### src/hdl/hafp_pkg.sv
package hafp_pkg;

  localparam int unsigned CORDIC_STAGES   = 14;
  localparam int unsigned COORD_FRAC_BITS = 4;

  localparam int unsigned COORD_W = 16;
  localparam int unsigned HEAD_W  = 16;
  localparam int unsigned ALPHA_W = 14;
  // x/y carry 16 extra fraction bits; sqrt(2) times the ~1.65 gain needs two more bits,
  // plus sign
  localparam int unsigned XW      = COORD_W + 16 + 3;
  localparam int unsigned ZW      = 25;

  localparam int unsigned MQ_DEPTH = 4;
  localparam int unsigned MQ_AW    = $clog2(MQ_DEPTH);
  localparam int unsigned OQ_DEPTH = 32;
  localparam int unsigned OQ_AW    = $clog2(OQ_DEPTH);

  localparam logic [HEAD_W-1:0]  ANG_0   = HEAD_W'(0);
  localparam logic [HEAD_W-1:0]  ANG_90  = HEAD_W'(11520);
  localparam logic [HEAD_W-1:0]  ANG_180 = HEAD_W'(23040);
  localparam logic [HEAD_W-1:0]  ANG_270 = HEAD_W'(34560);
  localparam logic [HEAD_W-1:0]  ANG_360 = HEAD_W'(46080);
  localparam logic [ALPHA_W-1:0] ALPHA_MAX = ALPHA_W'(11520);

  typedef enum logic [3:0] {
    DIR_NONE = 4'd0,
    DIR_Q1   = 4'd1,
    DIR_Q2   = 4'd2,
    DIR_Q3   = 4'd3,
    DIR_Q4   = 4'd4,
    DIR_PX   = 4'd5,
    DIR_PY   = 4'd6,
    DIR_NX   = 4'd7,
    DIR_NY   = 4'd8
  } dir_e;

  typedef struct packed {
    logic [COORD_W-1:0] adx;
    logic [COORD_W-1:0] ady;
    dir_e               code;
  } mid_item_t;

  typedef struct packed {
    logic signed [ZW-1:0] z;
    dir_e                 code;
  } cordic_res_t;

  typedef struct packed {
    logic [HEAD_W-1:0] head;
    dir_e              code;
  } out_item_t;

  // atan(2^-i) in degrees, Q16, rounded
  function automatic logic signed [ZW-1:0] atan_q16(input int unsigned idx);
    logic signed [ZW-1:0] t;
    unique case (idx)
      0:  t = 25'sd2949120;
      1:  t = 25'sd1740967;
      2:  t = 25'sd919879;
      3:  t = 25'sd466945;
      4:  t = 25'sd234379;
      5:  t = 25'sd117304;
      6:  t = 25'sd58666;
      7:  t = 25'sd29335;
      8:  t = 25'sd14668;
      9:  t = 25'sd7334;
      10: t = 25'sd3667;
      11: t = 25'sd1833;
      12: t = 25'sd917;
      13: t = 25'sd458;
      14: t = 25'sd229;
      15: t = 25'sd115;
      16: t = 25'sd57;
      17: t = 25'sd29;
      18: t = 25'sd14;
      19: t = 25'sd7;
      20: t = 25'sd4;
      21: t = 25'sd2;
      22: t = 25'sd1;
      default: t = 25'sd0;
    endcase
    return t;
  endfunction

endpackage

### src/hdl/heading_angle_from_points.sv
// Heading of the vector from a start point to a target point, in degrees
// (Q9.7, 0 to under 360, y pointing down), plus a direction code.
//
// Input channel: drive pos_x_i/pos_y_i/target_x_i/target_y_i and push; a
// transaction happens at a clock edge with push high and full low.
// Result channel: while empty is low the oldest result sits on
// heading_deg_o/direction_code_o; it is taken at an edge with pop high.
// Config channel: cfg_data_i[0] is rotation_enable, written at an edge with
// cfg_valid_i high (cfg_ready_o is always high). Write it only when idle.
//
// Between the accepting edge and empty going low an item passes the classify
// queue, the 14-stage CORDIC pipeline and the final placement stage.
// Throughput: one transaction per cycle in each direction while full and empty stay low.
// A stalled receiver fills the 32-entry output queue; the CORDIC issue is
// credit gated, so the input side keeps accepting until the 4-entry
// classify queue fills, then full goes high. No result is dropped.
// Reset: queues empty, rotation_enable set to 1.
module heading_angle_from_points (
  input  logic                         clk_i,
  input  logic                         rst_ni,
  input  logic                         push,
  output logic                         full,
  input  logic [hafp_pkg::COORD_W-1:0] pos_x_i,
  input  logic [hafp_pkg::COORD_W-1:0] pos_y_i,
  input  logic [hafp_pkg::COORD_W-1:0] target_x_i,
  input  logic [hafp_pkg::COORD_W-1:0] target_y_i,
  output logic                         empty,
  input  logic                         pop,
  output logic [hafp_pkg::HEAD_W-1:0]  heading_deg_o,
  output logic [3:0]                   direction_code_o,
  input  logic                         cfg_valid_i,
  output logic                         cfg_ready_o,
  input  logic                         cfg_data_i
);
  import hafp_pkg::*;

  mid_item_t fr_item, mq_item;
  logic      mq_empty, mq_pop;
  logic      rotation_enable_q;

  assign cfg_ready_o = 1'b1;

  always_ff @(posedge clk_i or negedge rst_ni) begin
    if (!rst_ni) begin
      rotation_enable_q <= 1'b1;
    end else if (cfg_valid_i && cfg_ready_o) begin
      rotation_enable_q <= cfg_data_i;
    end
  end

  hafp_front u_front (
    .pos_x_i    (pos_x_i),
    .pos_y_i    (pos_y_i),
    .target_x_i (target_x_i),
    .target_y_i (target_y_i),
    .item_o     (fr_item)
  );

  hafp_mid_queue u_mid_queue (
    .clk_i   (clk_i),
    .rst_ni  (rst_ni),
    .push_i  (push),
    .item_i  (fr_item),
    .full_o  (full),
    .pop_i   (mq_pop),
    .item_o  (mq_item),
    .empty_o (mq_empty)
  );

  hafp_back u_back (
    .clk_i             (clk_i),
    .rst_ni            (rst_ni),
    .mq_empty_i        (mq_empty),
    .mq_item_i         (mq_item),
    .mq_pop_o          (mq_pop),
    .rotation_enable_i (rotation_enable_q),
    .empty_o           (empty),
    .pop_i             (pop),
    .heading_deg_o     (heading_deg_o),
    .direction_code_o  (direction_code_o)
  );

endmodule

### src/hdl/hafp_front.sv
module hafp_front (
  input  logic [hafp_pkg::COORD_W-1:0] pos_x_i,
  input  logic [hafp_pkg::COORD_W-1:0] pos_y_i,
  input  logic [hafp_pkg::COORD_W-1:0] target_x_i,
  input  logic [hafp_pkg::COORD_W-1:0] target_y_i,
  output hafp_pkg::mid_item_t          item_o
);
  import hafp_pkg::*;

  logic signed [COORD_W:0] dx, dy;
  logic                    dx_pos, dx_neg, dy_pos, dy_neg;

  assign dx = signed'({1'b0, target_x_i}) - signed'({1'b0, pos_x_i});
  assign dy = signed'({1'b0, target_y_i}) - signed'({1'b0, pos_y_i});

  assign dx_neg = dx[COORD_W];
  assign dy_neg = dy[COORD_W];
  assign dx_pos = !dx_neg && (dx != '0);
  assign dy_pos = !dy_neg && (dy != '0);

  always_comb begin
    item_o.adx = dx_neg ? COORD_W'(-dx) : dx[COORD_W-1:0];
    item_o.ady = dy_neg ? COORD_W'(-dy) : dy[COORD_W-1:0];
    if (dx_pos && dy_pos) begin
      item_o.code = DIR_Q1;
    end else if (dx_neg && dy_pos) begin
      item_o.code = DIR_Q2;
    end else if (dx_neg && dy_neg) begin
      item_o.code = DIR_Q3;
    end else if (dx_pos && dy_neg) begin
      item_o.code = DIR_Q4;
    end else if (dx_pos) begin
      item_o.code = DIR_PX;
    end else if (dy_pos) begin
      item_o.code = DIR_PY;
    end else if (dx_neg) begin
      item_o.code = DIR_NX;
    end else if (dy_neg) begin
      item_o.code = DIR_NY;
    end else begin
      item_o.code = DIR_NONE;
    end
  end

endmodule

### src/hdl/hafp_mid_queue.sv
module hafp_mid_queue (
  input  logic                clk_i,
  input  logic                rst_ni,
  input  logic                push_i,
  input  hafp_pkg::mid_item_t item_i,
  output logic                full_o,
  input  logic                pop_i,
  output hafp_pkg::mid_item_t item_o,
  output logic                empty_o
);
  import hafp_pkg::*;

  mid_item_t        mem_q [MQ_DEPTH];
  logic [MQ_AW-1:0] wr_ptr_q, wr_ptr_d, rd_ptr_q, rd_ptr_d;
  logic [MQ_AW:0]   cnt_q, cnt_d;
  logic             wr_en, rd_en;

  assign full_o  = (cnt_q == (MQ_AW+1)'(MQ_DEPTH));
  assign empty_o = (cnt_q == '0);
  assign wr_en   = push_i && !full_o;
  assign rd_en   = pop_i && !empty_o;
  assign item_o  = mem_q[rd_ptr_q];

  always_comb begin
    wr_ptr_d = wr_en ? wr_ptr_q + MQ_AW'(1) : wr_ptr_q;
    rd_ptr_d = rd_en ? rd_ptr_q + MQ_AW'(1) : rd_ptr_q;
    cnt_d    = cnt_q + (MQ_AW+1)'(wr_en) - (MQ_AW+1)'(rd_en);
  end

  always_ff @(posedge clk_i or negedge rst_ni) begin
    if (!rst_ni) begin
      wr_ptr_q <= '0;
      rd_ptr_q <= '0;
      cnt_q    <= '0;
    end else begin
      wr_ptr_q <= wr_ptr_d;
      rd_ptr_q <= rd_ptr_d;
      cnt_q    <= cnt_d;
    end
  end

  always_ff @(posedge clk_i) begin
    if (wr_en) begin
      mem_q[wr_ptr_q] <= item_i;
    end
  end

`ifndef SYNTHESIS
  a_cnt_range: assert property (@(posedge clk_i) disable iff (!rst_ni)
    cnt_q <= (MQ_AW+1)'(MQ_DEPTH))
    else $error("mid queue count out of range");
  a_ptr_gap: assert property (@(posedge clk_i) disable iff (!rst_ni)
    (wr_ptr_q - rd_ptr_q) == cnt_q[MQ_AW-1:0])
    else $error("mid queue pointers disagree with count");
  a_push_only: assert property (@(posedge clk_i) disable iff (!rst_ni)
    (wr_en && !rd_en) |=> (cnt_q == $past(cnt_q) + (MQ_AW+1)'(1)))
    else $error("mid queue lost a push");
`endif

endmodule

### src/hdl/hafp_cordic.sv
module hafp_cordic (
  input  logic                  clk_i,
  input  logic                  rst_ni,
  input  logic                  in_vld_i,
  input  hafp_pkg::mid_item_t   in_item_i,
  output logic                  out_vld_o,
  output hafp_pkg::cordic_res_t out_res_o
);
  import hafp_pkg::*;

  logic signed [XW-1:0] x_q [CORDIC_STAGES+1];
  logic signed [XW-1:0] y_q [CORDIC_STAGES+1];
  logic signed [ZW-1:0] z_q [CORDIC_STAGES+1];
  dir_e                 code_q [CORDIC_STAGES+1];
  logic [CORDIC_STAGES:0] vld_q;

  always_ff @(posedge clk_i or negedge rst_ni) begin
    if (!rst_ni) begin
      vld_q <= '0;
    end else begin
      vld_q <= {vld_q[CORDIC_STAGES-1:0], in_vld_i};
    end
  end

  always_ff @(posedge clk_i) begin
    x_q[0]    <= signed'(XW'({in_item_i.adx, 16'h0000}));
    y_q[0]    <= signed'(XW'({in_item_i.ady, 16'h0000}));
    z_q[0]    <= '0;
    code_q[0] <= in_item_i.code;
  end

  for (genvar s = 0; s < CORDIC_STAGES; s++) begin : g_stage
    logic signed [XW-1:0] xs, ys;
    assign xs = x_q[s] >>> s;
    assign ys = y_q[s] >>> s;

    always_ff @(posedge clk_i) begin
      if (!y_q[s][XW-1]) begin
        x_q[s+1] <= x_q[s] + ys;
        y_q[s+1] <= y_q[s] - xs;
        z_q[s+1] <= z_q[s] + atan_q16(s);
      end else begin
        x_q[s+1] <= x_q[s] - ys;
        y_q[s+1] <= y_q[s] + xs;
        z_q[s+1] <= z_q[s] - atan_q16(s);
      end
      code_q[s+1] <= code_q[s];
    end
  end

  assign out_vld_o      = vld_q[CORDIC_STAGES];
  assign out_res_o.z    = z_q[CORDIC_STAGES];
  assign out_res_o.code = code_q[CORDIC_STAGES];

endmodule

### src/hdl/hafp_back.sv
module hafp_back (
  input  logic                         clk_i,
  input  logic                         rst_ni,
  input  logic                         mq_empty_i,
  input  hafp_pkg::mid_item_t          mq_item_i,
  output logic                         mq_pop_o,
  input  logic                         rotation_enable_i,
  output logic                         empty_o,
  input  logic                         pop_i,
  output logic [hafp_pkg::HEAD_W-1:0]  heading_deg_o,
  output logic [3:0]                   direction_code_o
);
  import hafp_pkg::*;

  logic             cor_vld;
  cordic_res_t      cor_res;
  logic             issue, deq;
  logic [OQ_AW:0]   cred_q, cred_d;

  logic signed [ZW-1:0] z_rnd;
  logic [ALPHA_W-1:0]   alpha;
  logic [HEAD_W-1:0]    alpha_w, head_raw, head;

  logic        fin_vld_q;
  out_item_t   fin_q;

  out_item_t        mem_q [OQ_DEPTH];
  logic [OQ_AW-1:0] wr_ptr_q, rd_ptr_q;
  logic [OQ_AW:0]   ocnt_q, ocnt_d;
  out_item_t        rd_item;

  // credits cover every item from issue until it leaves the output queue
  assign issue    = !mq_empty_i && (cred_q < (OQ_AW+1)'(OQ_DEPTH));
  assign mq_pop_o = issue;
  assign deq      = pop_i && !empty_o;
  assign cred_d   = cred_q + (OQ_AW+1)'(issue) - (OQ_AW+1)'(deq);

  hafp_cordic u_cordic (
    .clk_i     (clk_i),
    .rst_ni    (rst_ni),
    .in_vld_i  (issue),
    .in_item_i (mq_item_i),
    .out_vld_o (cor_vld),
    .out_res_o (cor_res)
  );

  always_comb begin
    z_rnd = (cor_res.z + signed'(ZW'(256))) >>> 9;
    if (z_rnd[ZW-1]) begin
      alpha = '0;
    end else if (z_rnd > signed'(ZW'(ALPHA_MAX))) begin
      alpha = ALPHA_MAX;
    end else begin
      alpha = z_rnd[ALPHA_W-1:0];
    end
    alpha_w = HEAD_W'(alpha);
    unique case (cor_res.code)
      DIR_Q1:  head_raw = alpha_w;
      DIR_Q2:  head_raw = ANG_180 - alpha_w;
      DIR_Q3:  head_raw = ANG_180 + alpha_w;
      DIR_Q4:  head_raw = ANG_360 - alpha_w;
      DIR_PY:  head_raw = ANG_90;
      DIR_NX:  head_raw = ANG_180;
      DIR_NY:  head_raw = ANG_270;
      default: head_raw = ANG_0;
    endcase
    if (head_raw >= ANG_360 || !rotation_enable_i) begin
      head = ANG_0;
    end else begin
      head = head_raw;
    end
  end

  always_ff @(posedge clk_i) begin
    fin_q.head <= head;
    fin_q.code <= cor_res.code;
    if (fin_vld_q) begin
      mem_q[wr_ptr_q] <= fin_q;
    end
  end

  assign ocnt_d  = ocnt_q + (OQ_AW+1)'(fin_vld_q) - (OQ_AW+1)'(deq);
  assign empty_o = (ocnt_q == '0);
  assign rd_item = mem_q[rd_ptr_q];
  assign heading_deg_o    = rd_item.head;
  assign direction_code_o = rd_item.code;

  always_ff @(posedge clk_i or negedge rst_ni) begin
    if (!rst_ni) begin
      cred_q    <= '0;
      fin_vld_q <= 1'b0;
      wr_ptr_q  <= '0;
      rd_ptr_q  <= '0;
      ocnt_q    <= '0;
    end else begin
      cred_q    <= cred_d;
      fin_vld_q <= cor_vld;
      ocnt_q    <= ocnt_d;
      if (fin_vld_q) begin
        wr_ptr_q <= wr_ptr_q + OQ_AW'(1);
      end
      if (deq) begin
        rd_ptr_q <= rd_ptr_q + OQ_AW'(1);
      end
    end
  end

`ifndef SYNTHESIS
  a_cred_range: assert property (@(posedge clk_i) disable iff (!rst_ni)
    cred_q <= (OQ_AW+1)'(OQ_DEPTH))
    else $error("credit count out of range");
  a_ocnt_le_cred: assert property (@(posedge clk_i) disable iff (!rst_ni)
    ocnt_q <= cred_q)
    else $error("output queue holds more than issued");
  a_no_overflow: assert property (@(posedge clk_i) disable iff (!rst_ni)
    fin_vld_q |-> (ocnt_q < (OQ_AW+1)'(OQ_DEPTH)) || deq)
    else $error("output queue overflow");
`endif

endmodule

### config.mk
export PLATFORM = sky130hd
export DESIGN_NAME = heading_angle_from_points
export DESIGN_NICKNAME = d
export VERILOG_FILES = /design/src/hdl/hafp_pkg.sv /design/src/hdl/heading_angle_from_points.sv /design/src/hdl/hafp_front.sv /design/src/hdl/hafp_mid_queue.sv /design/src/hdl/hafp_cordic.sv /design/src/hdl/hafp_back.sv
export SDC_FILE = /design/constraint.sdc
export NUM_CORES = 2
export LEC_CHECK = 0
export ABC_AREA = 1
export CELL_PAD_IN_SITES_DETAIL_PLACEMENT = 1
export CELL_PAD_IN_SITES_GLOBAL_PLACEMENT = 2
export CORE_ASPECT_RATIO = 1.5
export CORE_MARGIN = 2
export CORE_UTILIZATION = 41
export CTS_BUF_LIST = sky130_fd_sc_hd__clkbuf_8 sky130_fd_sc_hd__clkbuf_16
export DETAILED_ROUTE_END_ITERATION = 12
export DONT_BUFFER_PORTS = 1
export HOLD_SLACK_MARGIN = 0.05
export PLACE_DENSITY = 0.93
export SETUP_SLACK_MARGIN = 0.5
export SLEW_MARGIN = 10
export SYNTH_ARGS = -nofsm -noshare
export SYNTH_HDL_FRONTEND = slang
export SYNTH_SLANG_ARGS = --single-unit
### constraint.sdc
create_clock -name clk_i -period 6.2 [get_ports clk_i]
set_clock_uncertainty 0.15 [all_clocks]
set_input_delay 1.24 -clock clk_i [delete_from_list [all_inputs] [get_ports clk_i]]
set_output_delay 1.24 -clock clk_i [all_outputs]
set_load 0.01 [all_outputs]
==> metrics.yaml <==
syn_area_sq_um: 110000
endpoint_kind: "output port"
overflow: 0
cp.depth: 8
die_h_um: 639
wl_um: 356000
rr_worst_depth: 17
area_growth_syn_to_layout_pct: 10.7
tritoncts.num_buffers: 200
ys_seq_elements: 1924
synth-seq-area-share: 0.422
antenna_found_initial: 18
synthFlopType: "dfxtp_1"
first_iter_violations: 4562
clk_transition_reported_paths_ns: 0.07
final.period_utilization: 0.891
status: "finished clean"
cts-htree-levels: 4
synthArstFlopShare: 0.0239
final_nets: 13800
ctsLongestPathBuffers: 4
grt_max_degree: 157
die_area_sq_um: 273000
cpMostUsedCell: "o21ai_0"
critPathLaunch: "u_back.rd_ptr_q[1]"
critPathBufInv: 3
ios: 93
root_buffer: "clkbuf_16"
wl_per_cell_um: 21.7
grt_setup_unrepaired: "true"
grt_pass1_wl_um: 546000
final_common_cell: "nand2_1"
vias: 90200
rows: 233
crit_chain: "inv_6 > buf_4 > o21ai_0 > o221ai_1 > o211ai_1 > nand4_1 > o21ai_0 > inv_1"
hpwl_um: 270000
clock_latency_ns: 0.91
fin_tns_setup_ns: 0
setup.worst_path.class: "register to output port"
hold_viol: 0
viasPerCell: 5.49
cts_tree: "yes"
slew_headroom: 0.0573
synth_edf_count: 784
reg2reg_from: "u_back.u_cordic.y_q[0][279]"
die_x_um: 427
drc_errors: 0
worst_pin_slew_ns: 1.41
crit_path_max_incr_delay_ns: 0.73
period_minus_slack_ns: 5.52
worstPathRequired_ns: 4.81
finalSetupViolations: 0
first_global_vias: 99200
initial_core_util: 0.412
final_area_sq_um: 122000
worst_path_max_delay_cell: "dfrtp_4"
final_layout_size_suffix_gt1_frac: 0.0469
final_cell_mix: "nand2_1 (1,762), nor2_1 (1,245), inv_1 (1,164)"
ys_warn_count: 0
core_area_sq_um: 268000
hold_path.class: "register to register"
cp_top_family: "buffers and inverters"
whs_path_depth: 0
startpoint_type: "register"
hp-start: "u_back.u_cordic.code_q[2][3]"
yosysUniqueCellTypes: 71
synth_fp_nets: 13700
drv_cap: 0
portBuffers: 0
drtAntennaViolNets: 0
maxSlewViolCount: 0
synthCells: 12500
critPathMaxFanout: 84
hold_ws_ns: 0.171
synth.avg_cell_area_sq_um: 8.79
drt-pass1-iter-count: 6
crit_arrival_ns: 4.13
cts_sinks: 1924
clock.fmax_ghz: 0.181
gp_congestion: 0.976
placed_cell_area_sq_um: 115000
grt_util_all_layers: 0.254
## path summary, 6_finish.rpt
| path | endpoint | slack, ns |
|---|---|---|
| worst max-delay path | heading_deg_o[12] | 0.68 |
| worst min-delay path | u_back.u_cordic.code_q[3][3] | 0.17 |
| worst max register to register | u_back.u_cordic.y_q[1][24] | 0.86 |
| worst min register to register | u_back.u_cordic.code_q[3][3] | 0.17 |
| max in group asynchronous | u_back.rd_ptr_q[1] | 4.81 |
| min in group asynchronous | u_back.u_cordic.vld_q[2] | 0.77 |
## worst reg2reg max path, stage by stage, from the launching register on
cell and delay [ns]:
dfxtp_2 0.35, inv_1 0.63, o21ai_0 0.38, fa_1 0.50
nand3_1 0.11, nand2_1 0.09, a21boi_0 0.39, o21bai_1 0.17
a21boi_0 0.20, buf_4 0.21, o21ai_0 0.14, a31oi_1 0.29
o21ai_0 0.19, a21boi_0 0.77, o21ai_0 0.32, nand3_1 0.14
nand2_1 0.07, xor2_1 0.15
## synth_stat cells (62+ instances only)
master	count	share of area
a21boi_0	62	0.0042
a21oi_1	1065	0.048
a31oi_1	90	0.0051
clkbuf_1	205	0.0070
dfxtp_1	1094	0.20
edfxtp_1	784	0.21
ha_1	1044	0.12
inv_1	1137	0.039
nand2_1	1762	0.060
nand3_1	396	0.018
nand4_1	115	0.0065
nor2_1	1273	0.043
nor3_1	234	0.011
nor4_1	69	0.0039
o21ai_0	936	0.042
o221ai_1	86	0.0068
o22ai_1	134	0.0076
xnor2_1	478	0.038
xor2_1	1011	0.080
## timing repair
action                     CTS  global route
setup endpoints to repair    0            12
setup buffers                0             0
gates resized for setup      0             7
hold endpoints to repair    46             0
hold buffers                 2             0
## cell type report
type | count | area [sq um]
sequential | 1924 | 46600
timing repair buffer | 133 | 1070
tap | 3525 | 4410
multi-input combinational | 9236 | 58600
fill | 31100 | 146000
inverter | 1152 | 4340
clock buffer | 237 | 5590
antenna | 98 | 245
clock inverter | 122 | 1180
## sequential cells by signal (all words and copies together) (netlist names)
| register | flops |
|---|---|
| u_back.mem_q | 640 |
| u_back.u_cordic.y_q | 376 |
| u_back.u_cordic.x_q | 355 |
| u_back.u_cordic.z_q | 283 |
| u_mid_queue.mem_q | 144 |
| u_back.u_cordic.code_q | 60 |
| u_back.fin_q | 20 |
| u_back.u_cordic.vld_q | 15 |
| u_back.cred_q | 6 |
| u_back.ocnt_q | 6 |
| u_back.rd_ptr_q | 5 |
| u_back.wr_ptr_q | 5 |
| u_mid_queue.cnt_q | 3 |
| u_mid_queue.rd_ptr_q | 2 |
| u_mid_queue.wr_ptr_q | 2 |
| rotation_enable_q | 1 |
| u_back.fin_vld_q | 1 |
## cells by family (layout without fill, tap and decap cells)
family	Yosys count	after routing	synth area share
AOI/OAI and AO/OA	2699	2699	0.137
xor gates and xnor gates	1489	1489	0.118
adders and majority gates	1075	1075	0.124
buffers and inverters	1389	1644	0.0475
DFF	1924	1924	0.422
muxes	2	2	0.000193
other	1	99	0.0000340
and+or+nand+nor	3970	3970	0.150
## routing by layer
metal,track usage,vias to the layer above,share of wire
li1,-,43200,-
met1,0.245,44000,0.35
met2,0.490,1965,0.54
met3,0.0253,1029,0.032
met4,0.191,2,0.084
met5,0,-,0.000028
## metrics by stage
| step | utilization | instances | worst slack [ns] |
|---|---|---|---|
| global route | 0.456 | 16400 | 0.395 |
| finish | 0.456 | 16400 | 0.678 |
| detailed placement | 0.429 | 16000 | 0.798 |
| floorplan | - | 12500 | 1.90 |
| global placement | 0.429 | 16000 | 0.912 |
| CTS | 0.455 | 16300 | 0.707 |
Power is left out: the tool's default activity adds up to more than one toggle a clock period on the data nets, which glitch-free logic cannot reach.
